===== config.mk =====
export PLATFORM = sky130hd
export DESIGN_NAME = udp_tunnel_frame_header_parser_core
export DESIGN_NICKNAME = d
export VERILOG_FILES = /design/src/rtl/utfhp_pkg.sv /design/src/rtl/utfhp_front.sv /design/src/rtl/utfhp_queue.sv /design/src/rtl/utfhp_back.sv /design/src/rtl/udp_tunnel_frame_header_parser_core.sv
export SDC_FILE = /design/constraint.sdc
export NUM_CORES = 1
export LEC_CHECK = 0
export ABC_AREA = 1
export BUFFER_PORTS_ARGS = -buffer_cell sky130_fd_sc_hd__buf_2
export CORE_UTILIZATION = 45
export CTS_CLUSTER_SIZE = 10
export DETAILED_ROUTE_END_ITERATION = 12
export PLACE_DENSITY_LB_ADDON = 0.2
export SYNTH_ARGS = -nofsm -noshare
export SYNTH_HDL_FRONTEND = slang
export SYNTH_SLANG_ARGS = --single-unit
export TNS_END_PERCENT = 100

===== constraint.sdc =====
create_clock -name clk -period 4.4 [get_ports clk]
set_input_delay 1.32 -clock clk [delete_from_list [all_inputs] [get_ports clk]]
set_output_delay 1.32 -clock clk [all_outputs]
set_load 0.02 [all_outputs]

===== src/rtl/utfhp_pkg.sv =====
// Shared types and constants for the tunnelled UDP frame header parser.
// Used by every module in rtl/; depends on nothing else.

package utfhp_pkg;

	// Role tag carried with each word
	typedef enum logic [2:0] {
		ROLE_TYPE    = 3'd0,
		ROLE_DOM_LEN = 3'd1,
		ROLE_ADDR    = 3'd2,
		ROLE_PORT    = 3'd3,
		ROLE_LENGTH  = 3'd4,
		ROLE_CR      = 3'd5,
		ROLE_LF      = 3'd6,
		ROLE_BODY    = 3'd7
	} role_t;

	// Sticky error codes
	typedef enum logic [2:0] {
		ERR_NONE      = 3'd0,
		ERR_BAD_TYPE  = 3'd1,
		ERR_EMPTY_DOM = 3'd2,
		ERR_ZERO_PORT = 3'd3,
		ERR_BAD_CRLF  = 3'd4,
		ERR_TOO_LONG  = 3'd5
	} err_t;

	// Address kind seen in the type byte
	typedef enum logic [1:0] {
		KIND_NONE   = 2'd0,
		KIND_IPV4   = 2'd1,
		KIND_DOMAIN = 2'd2,
		KIND_IPV6   = 2'd3
	} kind_t;

	localparam logic [7:0] TYPE_IPV4   = 8'd1;
	localparam logic [7:0] TYPE_DOMAIN = 8'd3;
	localparam logic [7:0] TYPE_IPV6   = 8'd4;
	localparam logic [7:0] CHAR_CR     = 8'd13;
	localparam logic [7:0] CHAR_LF     = 8'd10;

	// Header byte counts (type byte up to LF inclusive)
	localparam logic [8:0] TARGET_START    = 9'd1;
	localparam logic [8:0] TARGET_IPV4     = 9'd11;
	localparam logic [8:0] TARGET_IPV6     = 9'd23;
	localparam logic [8:0] TARGET_DOM_LEN  = 9'd2;
	localparam logic [8:0] DOMAIN_OVERHEAD = 9'd8;
	localparam logic [8:0] HEADER_MAX      = 9'd263;

	localparam int unsigned QUEUE_DEPTH = 2;

	// One classified word, as it travels from front to back
	typedef struct packed {
		logic [7:0]  data;
		role_t       role;
		logic        done;
		logic [15:0] port;
		logic [15:0] size;
		logic        last;
		err_t        err;
	} res_t;

	// Queue status seen by the input handshake in the top level and by the back end
	typedef struct packed {
		logic full;
		logic not_empty;
	} q_stat_t;

endpackage


===== src/rtl/utfhp_front.sv =====
// Front end: accepts stream bytes, tracks header position and tags each word.
// Depends on utfhp_pkg.

module utfhp_front (
	input  logic                 clk,
	input  logic                 arst_n,
	input  logic                 accept,
	input  logic [7:0]           data_byte,
	input  logic [15:0]          max_len,
	output utfhp_pkg::res_t      res
);
	import utfhp_pkg::*;

	logic [8:0]  target_q;
	logic [8:0]  seen_q;
	kind_t       kind_q;
	logic [15:0] port_q;
	logic [15:0] len_q;
	logic        in_body_q;
	logic [15:0] remain_q;
	err_t        err_q;

	logic [8:0]  target_d;
	logic [8:0]  seen_d;
	kind_t       kind_d;
	logic [15:0] port_d;
	logic [15:0] len_d;
	logic        in_body_d;
	logic [15:0] remain_d;
	err_t        err_d;
	logic [15:0] remain_dec;
	logic [9:0]  pos_w;
	logic [9:0]  n_w;
	logic        restart;

	assign pos_w      = {1'b0, seen_q};
	assign n_w        = {1'b0, target_q};
	assign remain_dec = remain_q - 16'd1;

	// Classify the current byte and work out the next parser state
	always_comb begin
		target_d  = target_q;
		seen_d    = seen_q;
		kind_d    = kind_q;
		port_d    = port_q;
		len_d     = len_q;
		in_body_d = in_body_q;
		remain_d  = remain_q;
		err_d     = err_q;
		restart   = 1'b0;
		res.data  = data_byte;
		res.role  = ROLE_TYPE;
		res.done  = 1'b0;
		res.port  = '0;
		res.size  = '0;
		res.last  = 1'b0;

		priority if (err_q != ERR_NONE) begin
			// sticky error: pass through only
		end else if (in_body_q) begin
			res.role = ROLE_BODY;
			remain_d = remain_dec;
			if (remain_dec == 16'd0) begin
				res.last  = 1'b1;
				in_body_d = 1'b0;
				restart   = 1'b1;
			end
		end else begin
			seen_d = seen_q + 9'd1;
			priority if (seen_q == 9'd0) begin
				res.role = ROLE_TYPE;
				priority if (data_byte == TYPE_IPV4) begin
					kind_d   = KIND_IPV4;
					target_d = TARGET_IPV4;
				end else if (data_byte == TYPE_IPV6) begin
					kind_d   = KIND_IPV6;
					target_d = TARGET_IPV6;
				end else if (data_byte == TYPE_DOMAIN) begin
					kind_d   = KIND_DOMAIN;
					target_d = TARGET_DOM_LEN;
				end else begin
					err_d = ERR_BAD_TYPE;
				end
			end else if (kind_q == KIND_DOMAIN && target_q == TARGET_DOM_LEN) begin
				res.role = ROLE_DOM_LEN;
				if (data_byte == 8'd0)
					err_d = ERR_EMPTY_DOM;
				else
					target_d = DOMAIN_OVERHEAD + {1'b0, data_byte};
			end else if (pos_w + 10'd6 < n_w) begin
				res.role = ROLE_ADDR;
			end else if (pos_w + 10'd4 < n_w) begin
				res.role = ROLE_PORT;
				port_d   = {port_q[7:0], data_byte};
			end else if (pos_w + 10'd2 < n_w) begin
				res.role = ROLE_LENGTH;
				len_d    = {len_q[7:0], data_byte};
			end else if (pos_w + 10'd2 == n_w) begin
				res.role = ROLE_CR;
				if (port_q == 16'd0)
					err_d = ERR_ZERO_PORT;
				else if (data_byte != CHAR_CR)
					err_d = ERR_BAD_CRLF;
			end else begin
				res.role = ROLE_LF;
				priority if (data_byte != CHAR_LF) begin
					err_d = ERR_BAD_CRLF;
				end else if (len_q > max_len) begin
					err_d = ERR_TOO_LONG;
				end else begin
					res.done = 1'b1;
					res.port = port_q;
					res.size = len_q;
					if (len_q != 16'd0) begin
						in_body_d = 1'b1;
						remain_d  = len_q;
					end
					restart = 1'b1;
				end
			end
		end

		// new frame: clear header trackers
		if (restart) begin
			target_d = TARGET_START;
			seen_d   = '0;
			kind_d   = KIND_NONE;
			port_d   = '0;
			len_d    = '0;
		end
		res.err = err_d;
	end

	// Parser state
	always_ff @(posedge clk or negedge arst_n) begin
		if (!arst_n) begin
			target_q  <= TARGET_START;
			seen_q    <= '0;
			kind_q    <= KIND_NONE;
			port_q    <= '0;
			len_q     <= '0;
			in_body_q <= 1'b0;
			remain_q  <= '0;
			err_q     <= ERR_NONE;
		end else if (accept) begin
			target_q  <= target_d;
			seen_q    <= seen_d;
			kind_q    <= kind_d;
			port_q    <= port_d;
			len_q     <= len_d;
			in_body_q <= in_body_d;
			remain_q  <= remain_d;
			err_q     <= err_d;
		end
	end

	// An error never clears once latched
	a_err_sticky: assert property (@(posedge clk) disable iff (!arst_n)
		err_q != ERR_NONE |=> err_q == $past(err_q))
		else $error("latched error changed");

	// Body tracking only starts from a clean header
	a_body_clean: assert property (@(posedge clk) disable iff (!arst_n)
		in_body_q |-> (err_q == ERR_NONE && remain_q != 16'd0))
		else $error("body state inconsistent");

	// Header position never runs past the longest header (an LF error freezes it there)
	a_seen_range: assert property (@(posedge clk) disable iff (!arst_n)
		seen_q <= HEADER_MAX)
		else $error("header position out of range");

endmodule


===== src/rtl/utfhp_queue.sv =====
// Short queue between front and back so that each side stalls on its own.
// Depends on utfhp_pkg.

module utfhp_queue (
	input  logic                 clk,
	input  logic                 arst_n,
	input  logic                 push,
	input  utfhp_pkg::res_t      push_data,
	input  logic                 pop,
	output utfhp_pkg::res_t      head,
	output utfhp_pkg::q_stat_t   stat
);
	import utfhp_pkg::*;

	localparam int unsigned PTR_W = $clog2(QUEUE_DEPTH);
	localparam int unsigned CNT_W = $clog2(QUEUE_DEPTH + 1);

	res_t              mem_q [QUEUE_DEPTH];
	logic [PTR_W-1:0]  wr_ptr_q;
	logic [PTR_W-1:0]  rd_ptr_q;
	logic [CNT_W-1:0]  count_q;

	assign head           = mem_q[rd_ptr_q];
	assign stat.full      = (count_q == CNT_W'(QUEUE_DEPTH));
	assign stat.not_empty = (count_q != '0);

	// Storage
	always_ff @(posedge clk) begin
		if (push)
			mem_q[wr_ptr_q] <= push_data;
	end

	// Pointers and fill count
	always_ff @(posedge clk or negedge arst_n) begin
		if (!arst_n) begin
			wr_ptr_q <= '0;
			rd_ptr_q <= '0;
			count_q  <= '0;
		end else begin
			if (push)
				wr_ptr_q <= (wr_ptr_q == PTR_W'(QUEUE_DEPTH - 1)) ? '0 : wr_ptr_q + 1'b1;
			if (pop)
				rd_ptr_q <= (rd_ptr_q == PTR_W'(QUEUE_DEPTH - 1)) ? '0 : rd_ptr_q + 1'b1;
			unique case ({push, pop})
				2'b10:   count_q <= count_q + 1'b1;
				2'b01:   count_q <= count_q - 1'b1;
				default: count_q <= count_q;
			endcase
		end
	end

	a_no_overflow: assert property (@(posedge clk) disable iff (!arst_n)
		!(push && stat.full))
		else $error("push into full queue");

	a_no_underflow: assert property (@(posedge clk) disable iff (!arst_n)
		!(pop && !stat.not_empty))
		else $error("pop from empty queue");

endmodule


===== src/rtl/utfhp_back.sv =====
// Back end: output register fed from the queue head, drives the result word.
// Depends on utfhp_pkg.

module utfhp_back (
	input  logic                 clk,
	input  logic                 arst_n,
	input  utfhp_pkg::q_stat_t   stat,
	input  utfhp_pkg::res_t      head,
	output logic                 pop,
	input  logic                 out_stall,
	output logic                 out_valid,
	output utfhp_pkg::res_t      out_res
);
	import utfhp_pkg::*;

	logic valid_q;
	res_t res_q;

	// Refill whenever the register is empty or being taken
	assign pop       = stat.not_empty && (!valid_q || !out_stall);
	assign out_valid = valid_q;
	assign out_res   = res_q;

	always_ff @(posedge clk or negedge arst_n) begin
		if (!arst_n) begin
			valid_q <= 1'b0;
		end else if (!valid_q || !out_stall) begin
			valid_q <= stat.not_empty;
		end
	end

	always_ff @(posedge clk) begin
		if (pop)
			res_q <= head;
	end

endmodule


===== src/rtl/udp_tunnel_frame_header_parser_core.sv =====
// Tunnelled UDP frame header parser, top level.
// An accepted byte is written into the queue, then moved into the output register, before it shows as a result word.
// Throughput: one byte per cycle while data_stall is low; the 2-word queue and output register decouple sides.
// Reset (arst_n low): parser returns to frame start, errors clear, queue and
// output empty, the body length limit register returns to 65535.
// Depends on utfhp_pkg, utfhp_front, utfhp_queue, utfhp_back.

module udp_tunnel_frame_header_parser_core (
	input  logic        clk,
	input  logic        arst_n,
	// configuration
	input  logic        max_body_length_we,
	input  logic [15:0] max_body_length,
	// byte input
	input  logic        data_valid,
	output logic        data_stall,
	input  logic [7:0]  data_byte,
	// result output
	output logic        result_valid,
	input  logic        result_stall,
	output logic [7:0]  byte_out,
	output logic [2:0]  byte_role,
	output logic        header_done,
	output logic [15:0] dest_port,
	output logic [15:0] body_size,
	output logic        body_last,
	output logic [2:0]  error_code
);
	import utfhp_pkg::*;

	logic [15:0] max_len_q;
	logic        accept;
	logic        pop;
	res_t        front_res;
	res_t        head;
	res_t        out_res;
	q_stat_t     stat;

	// Body length limit register
	always_ff @(posedge clk or negedge arst_n) begin
		if (!arst_n)
			max_len_q <= 16'hFFFF;
		else if (max_body_length_we)
			max_len_q <= max_body_length;
	end

	assign data_stall = stat.full;
	assign accept     = data_valid && !stat.full;

	utfhp_front u_front (
		.clk       (clk),
		.arst_n    (arst_n),
		.accept    (accept),
		.data_byte (data_byte),
		.max_len   (max_len_q),
		.res       (front_res)
	);

	utfhp_queue u_queue (
		.clk       (clk),
		.arst_n    (arst_n),
		.push      (accept),
		.push_data (front_res),
		.pop       (pop),
		.head      (head),
		.stat      (stat)
	);

	utfhp_back u_back (
		.clk       (clk),
		.arst_n    (arst_n),
		.stat      (stat),
		.head      (head),
		.pop       (pop),
		.out_stall (result_stall),
		.out_valid (result_valid),
		.out_res   (out_res)
	);

	assign byte_out    = out_res.data;
	assign byte_role   = out_res.role;
	assign header_done = out_res.done;
	assign dest_port   = out_res.port;
	assign body_size   = out_res.size;
	assign body_last   = out_res.last;
	assign error_code  = out_res.err;

endmodule

==> flow_summary_export.csv <==
group,metric,value,unit
run_status,status,"complete, but fails checks",
run_status,violations,"DRC",
worst_setup_path,path_class,"register to register",
place,place_congestion,0.904,
global_routing,track_usage,0.200,
min_path,hold_path_class,"register to register",
finish,multiInputGateArea,0.00441,sq mm
timing,slew_headroom,0.546,
die,initial_utilization,0.457,
synth,ys_top_cells_by_area,"edfxtp_1 37%, dfrtp_1 16%, nand2_1 11%, ha_1 5.4%, inv_1 4.6%",
detailed_routing,dr.pass1.iters,9,
timing,fmax,0.249,GHz
worst_setup_path,cp.required,4820,ps
finish,stdcell_count,1695,
pwr,p_total,6.68,mW
die,die_area,0.0270,sq mm
global_routing,grt_pass1_wl,42600,um
pwr,ir_drop,761,uV
worst_setup_path,endpoint_kind,"register",
pwr,leakagePower,6.16,nW
synth,synth.distinct_cells,48,
detailed_routing,wl_per_cell,15.4,um
global_routing,grt_max_degree,50,
synth,netlist_area,0.0118,sq mm
synth,ys_ff_latch,237,
clocking,cts.reportedPaths.clkPinSlew,60,ps
timing,period_share,0.914,
clocking,clockBufferDepth,3,
clocking,clkLatencyLatePin,530,ps
die,placeableCoreArea,0.0259,sq mm
timing,slew_viol_final,0,
clocking,cts_tree,"yes",
synth,netlist.area_leader.share,0.365,
timing,clock_skew,11.7,ps
timing,fin_crit,4020,ps
global_routing,grt_pass1_vias,8190,
timing,worst_slew_pin_slew,681,ps
die,fp-row-count,59,
clocking,post_cts_resized,0,
detailed_routing,drc,2,
synth,yosysTopAreaCell,"edfxtp_1",
die,die_h,164,um
timing,rsz0062_at_grt,"false",
detailed_routing,ant_nets,0,
global_routing,grt-ovfl-total,0,
synth,synth_flop_cell,"edfxtp_1",
detailed_routing,vias,8556,
clocking,cts_setup_buffers,0,
place,pre_cts_slack,434,ps
clocking,clock_sinks,237,
detailed_routing,drtIter0Drc,544,
die,die_w,164,um
clocking,htreeDepth,1,
worst_setup_path,start_kind,"register",
timing,setup_viol,0,
synth,syn-num-nets,1334,
die,num_io_pins,79,
job,maxCapViolCount,0,
synth,async_flop_share,0.392,
timing,holdWs,485,ps
finish,drive_gt1_frac,0.146,
worst_setup_path,worstPathArrival,4440,ps
global_routing,antenna_found_initial,0,
place,placed_cells,1643,
clocking,cts-root-buf,"clkbuf_16",
synth,synth_edf_count,144,
finish,antenna_cells,0,
place,placed_area,0.0126,sq mm
finish,fin_util,0.519,
finish,nFillCells,2408,
synth,syn_avg_cell_area,9.44,sq um
detailed_routing,routed_via_density,5.05,
synth,synthCells,1254,
timing,hold_viol_final,0,
finish,syn2layout_area_growth,13.5,%
timing,fin_ws,380,ps
detailed_routing,routed_wl,26000,um
place,dp_hpwl,18600,um
finish,ff_latch_area,0.00667,sq mm
timing,tns,0,ps
worst_setup_path,cp_max_fo,14,
clocking,ctsHoldBuffers,0,
clocking,cts_inserted_buffers,28,
place,io_buffer_count,78,
finish,layout.nets,1418,
synth,ys_warn_count,0,
finish,final_area,0.0134,sq mm
synth,yosysSeqAreaShare,0.564,
pwr,p_per_area,497,mW/mm^2
## sequential cells by signal (all words and copies together) (netlist names)
register,count
u_queue.mem_q,96
u_queue.wr_ptr_q,1
max_len_q,16
u_front.remain_q,16
u_front.len_q,16
u_back.out_res,48
u_front.seen_q,9
u_queue.count_q,2
u_front.port_q,16
u_front.err_q,3
u_front.in_body_q,1
u_back.out_valid,1
u_queue.rd_ptr_q,1
u_front.kind_q,2
u_front.target_q,9
## area by class of cell
cell class              count  share of cell area
inverters                 152              0.0428
clock inverters             3             0.00298
repair buffers             89              0.0382
well taps                 335              0.0312
clock buffers              49              0.0603
flip-flops and latches    237               0.497
multi-input cells         830               0.328
## worst paths after layout
kind / cells after the start / slack (ps) / to / from
setup / recovery: 21 / 380 / u_front.target_q[1] / u_front.seen_q[3]
hold / removal: 2 / 490 / u_back.out_valid / u_back.out_valid
setup reg to reg: 21 / 380 / u_front.target_q[1] / u_front.seen_q[3]
hold reg to reg: 2 / 490 / u_back.out_valid / u_back.out_valid
max in group asynchronous: 2 / 2830 / max_len_q[7] / arst_n
min in group asynchronous: 1 / 840 / u_front.remain_q[10] / arst_n
## layer usage
layer | GRT usage | part of all wire
met5 | 0 | 0
met4 | 0.0463 | 0.016
met3 | 0.0265 | 0.045
met2 | 0.321 | 0.46
met1 | 0.287 | 0.48
## worst max-delay path, stage by stage (launching register included)
cell and delay [ps]:
dfrtp_1 480, ha_1 290, nand2_1 130, nor2_1 210
nand2_1 90, xor2_1 160, o21ai_0 160, inv_1 60
ha_1 310, nand3_1 100, nor3_1 230, nand3_1 130
nand3_2 120, nand2_2 80, nor2_1 190, nand3_4 120
nand2_1 340, inv_1 330, o21ai_0 170, nand3_1 90
nand2_1 70, inv_1 30
## logic make-up after synthesis
family	Yosys count	share of synthesized area
DFF	237	0.564
buffers and inverters	187	0.0657
and+or+nand+nor	610	0.228
adders and majority gates	51	0.0539
muxes	1	0.000951
xor gates and xnor gates	26	0.0192
AOI/OAI and AO/OA	142	0.0684
## report_power, final
part | internal, mW | switching (mW)
clock network | 1.29 | 0.852
logic | 0.380 | 1.03
registers | 3.01 | 0.114
total | 4.69 | 1.99
## cell usage in the layout, fill, tap and decap left out, drive strengths merged, types with 3 or more instances in the layout
master  instances
nand2         365
inv           152
edfxtp        144
nor2          131
buf            89
dfrtp          76
o21ai          72
nand3          61
ha             51
clkbuf         49
a21oi          45
xor2           24
nand4          24
dfstp          17
nor4           13
o22ai           8
nor3            8
nand3b          5
o31ai           4
o21bai          3
## synthesized netlist by cell type, types with 2 or more instances
cell        n
nand2_1   347
nand3b_1    4
dfrtp_1    76
buf_6       7
nor2_2      5
nand3_1    57
nor4_1     13
buf_4       4
nor3_4      2
o21bai_1    3
nand4_1    23
o31ai_1     4
dfstp_2    17
buf_2       3
nor2_4      5
a21oi_1    45
a21o_1      2
nand3_4     3
o21a_1      2
ha_1       51
inv_1     146
inv_2       5
xor2_1     24
nor3_1      6
nor2_1    121
edfxtp_1  144
o22ai_1     8
xnor2_1     2
clkbuf_1   20
o21ai_2    12
o21ai_1    12
o211ai_1    2
nand2_2    11
nand2_4     7
o21ai_0    48
Note: power is estimated with default switching activity, not from simulation.
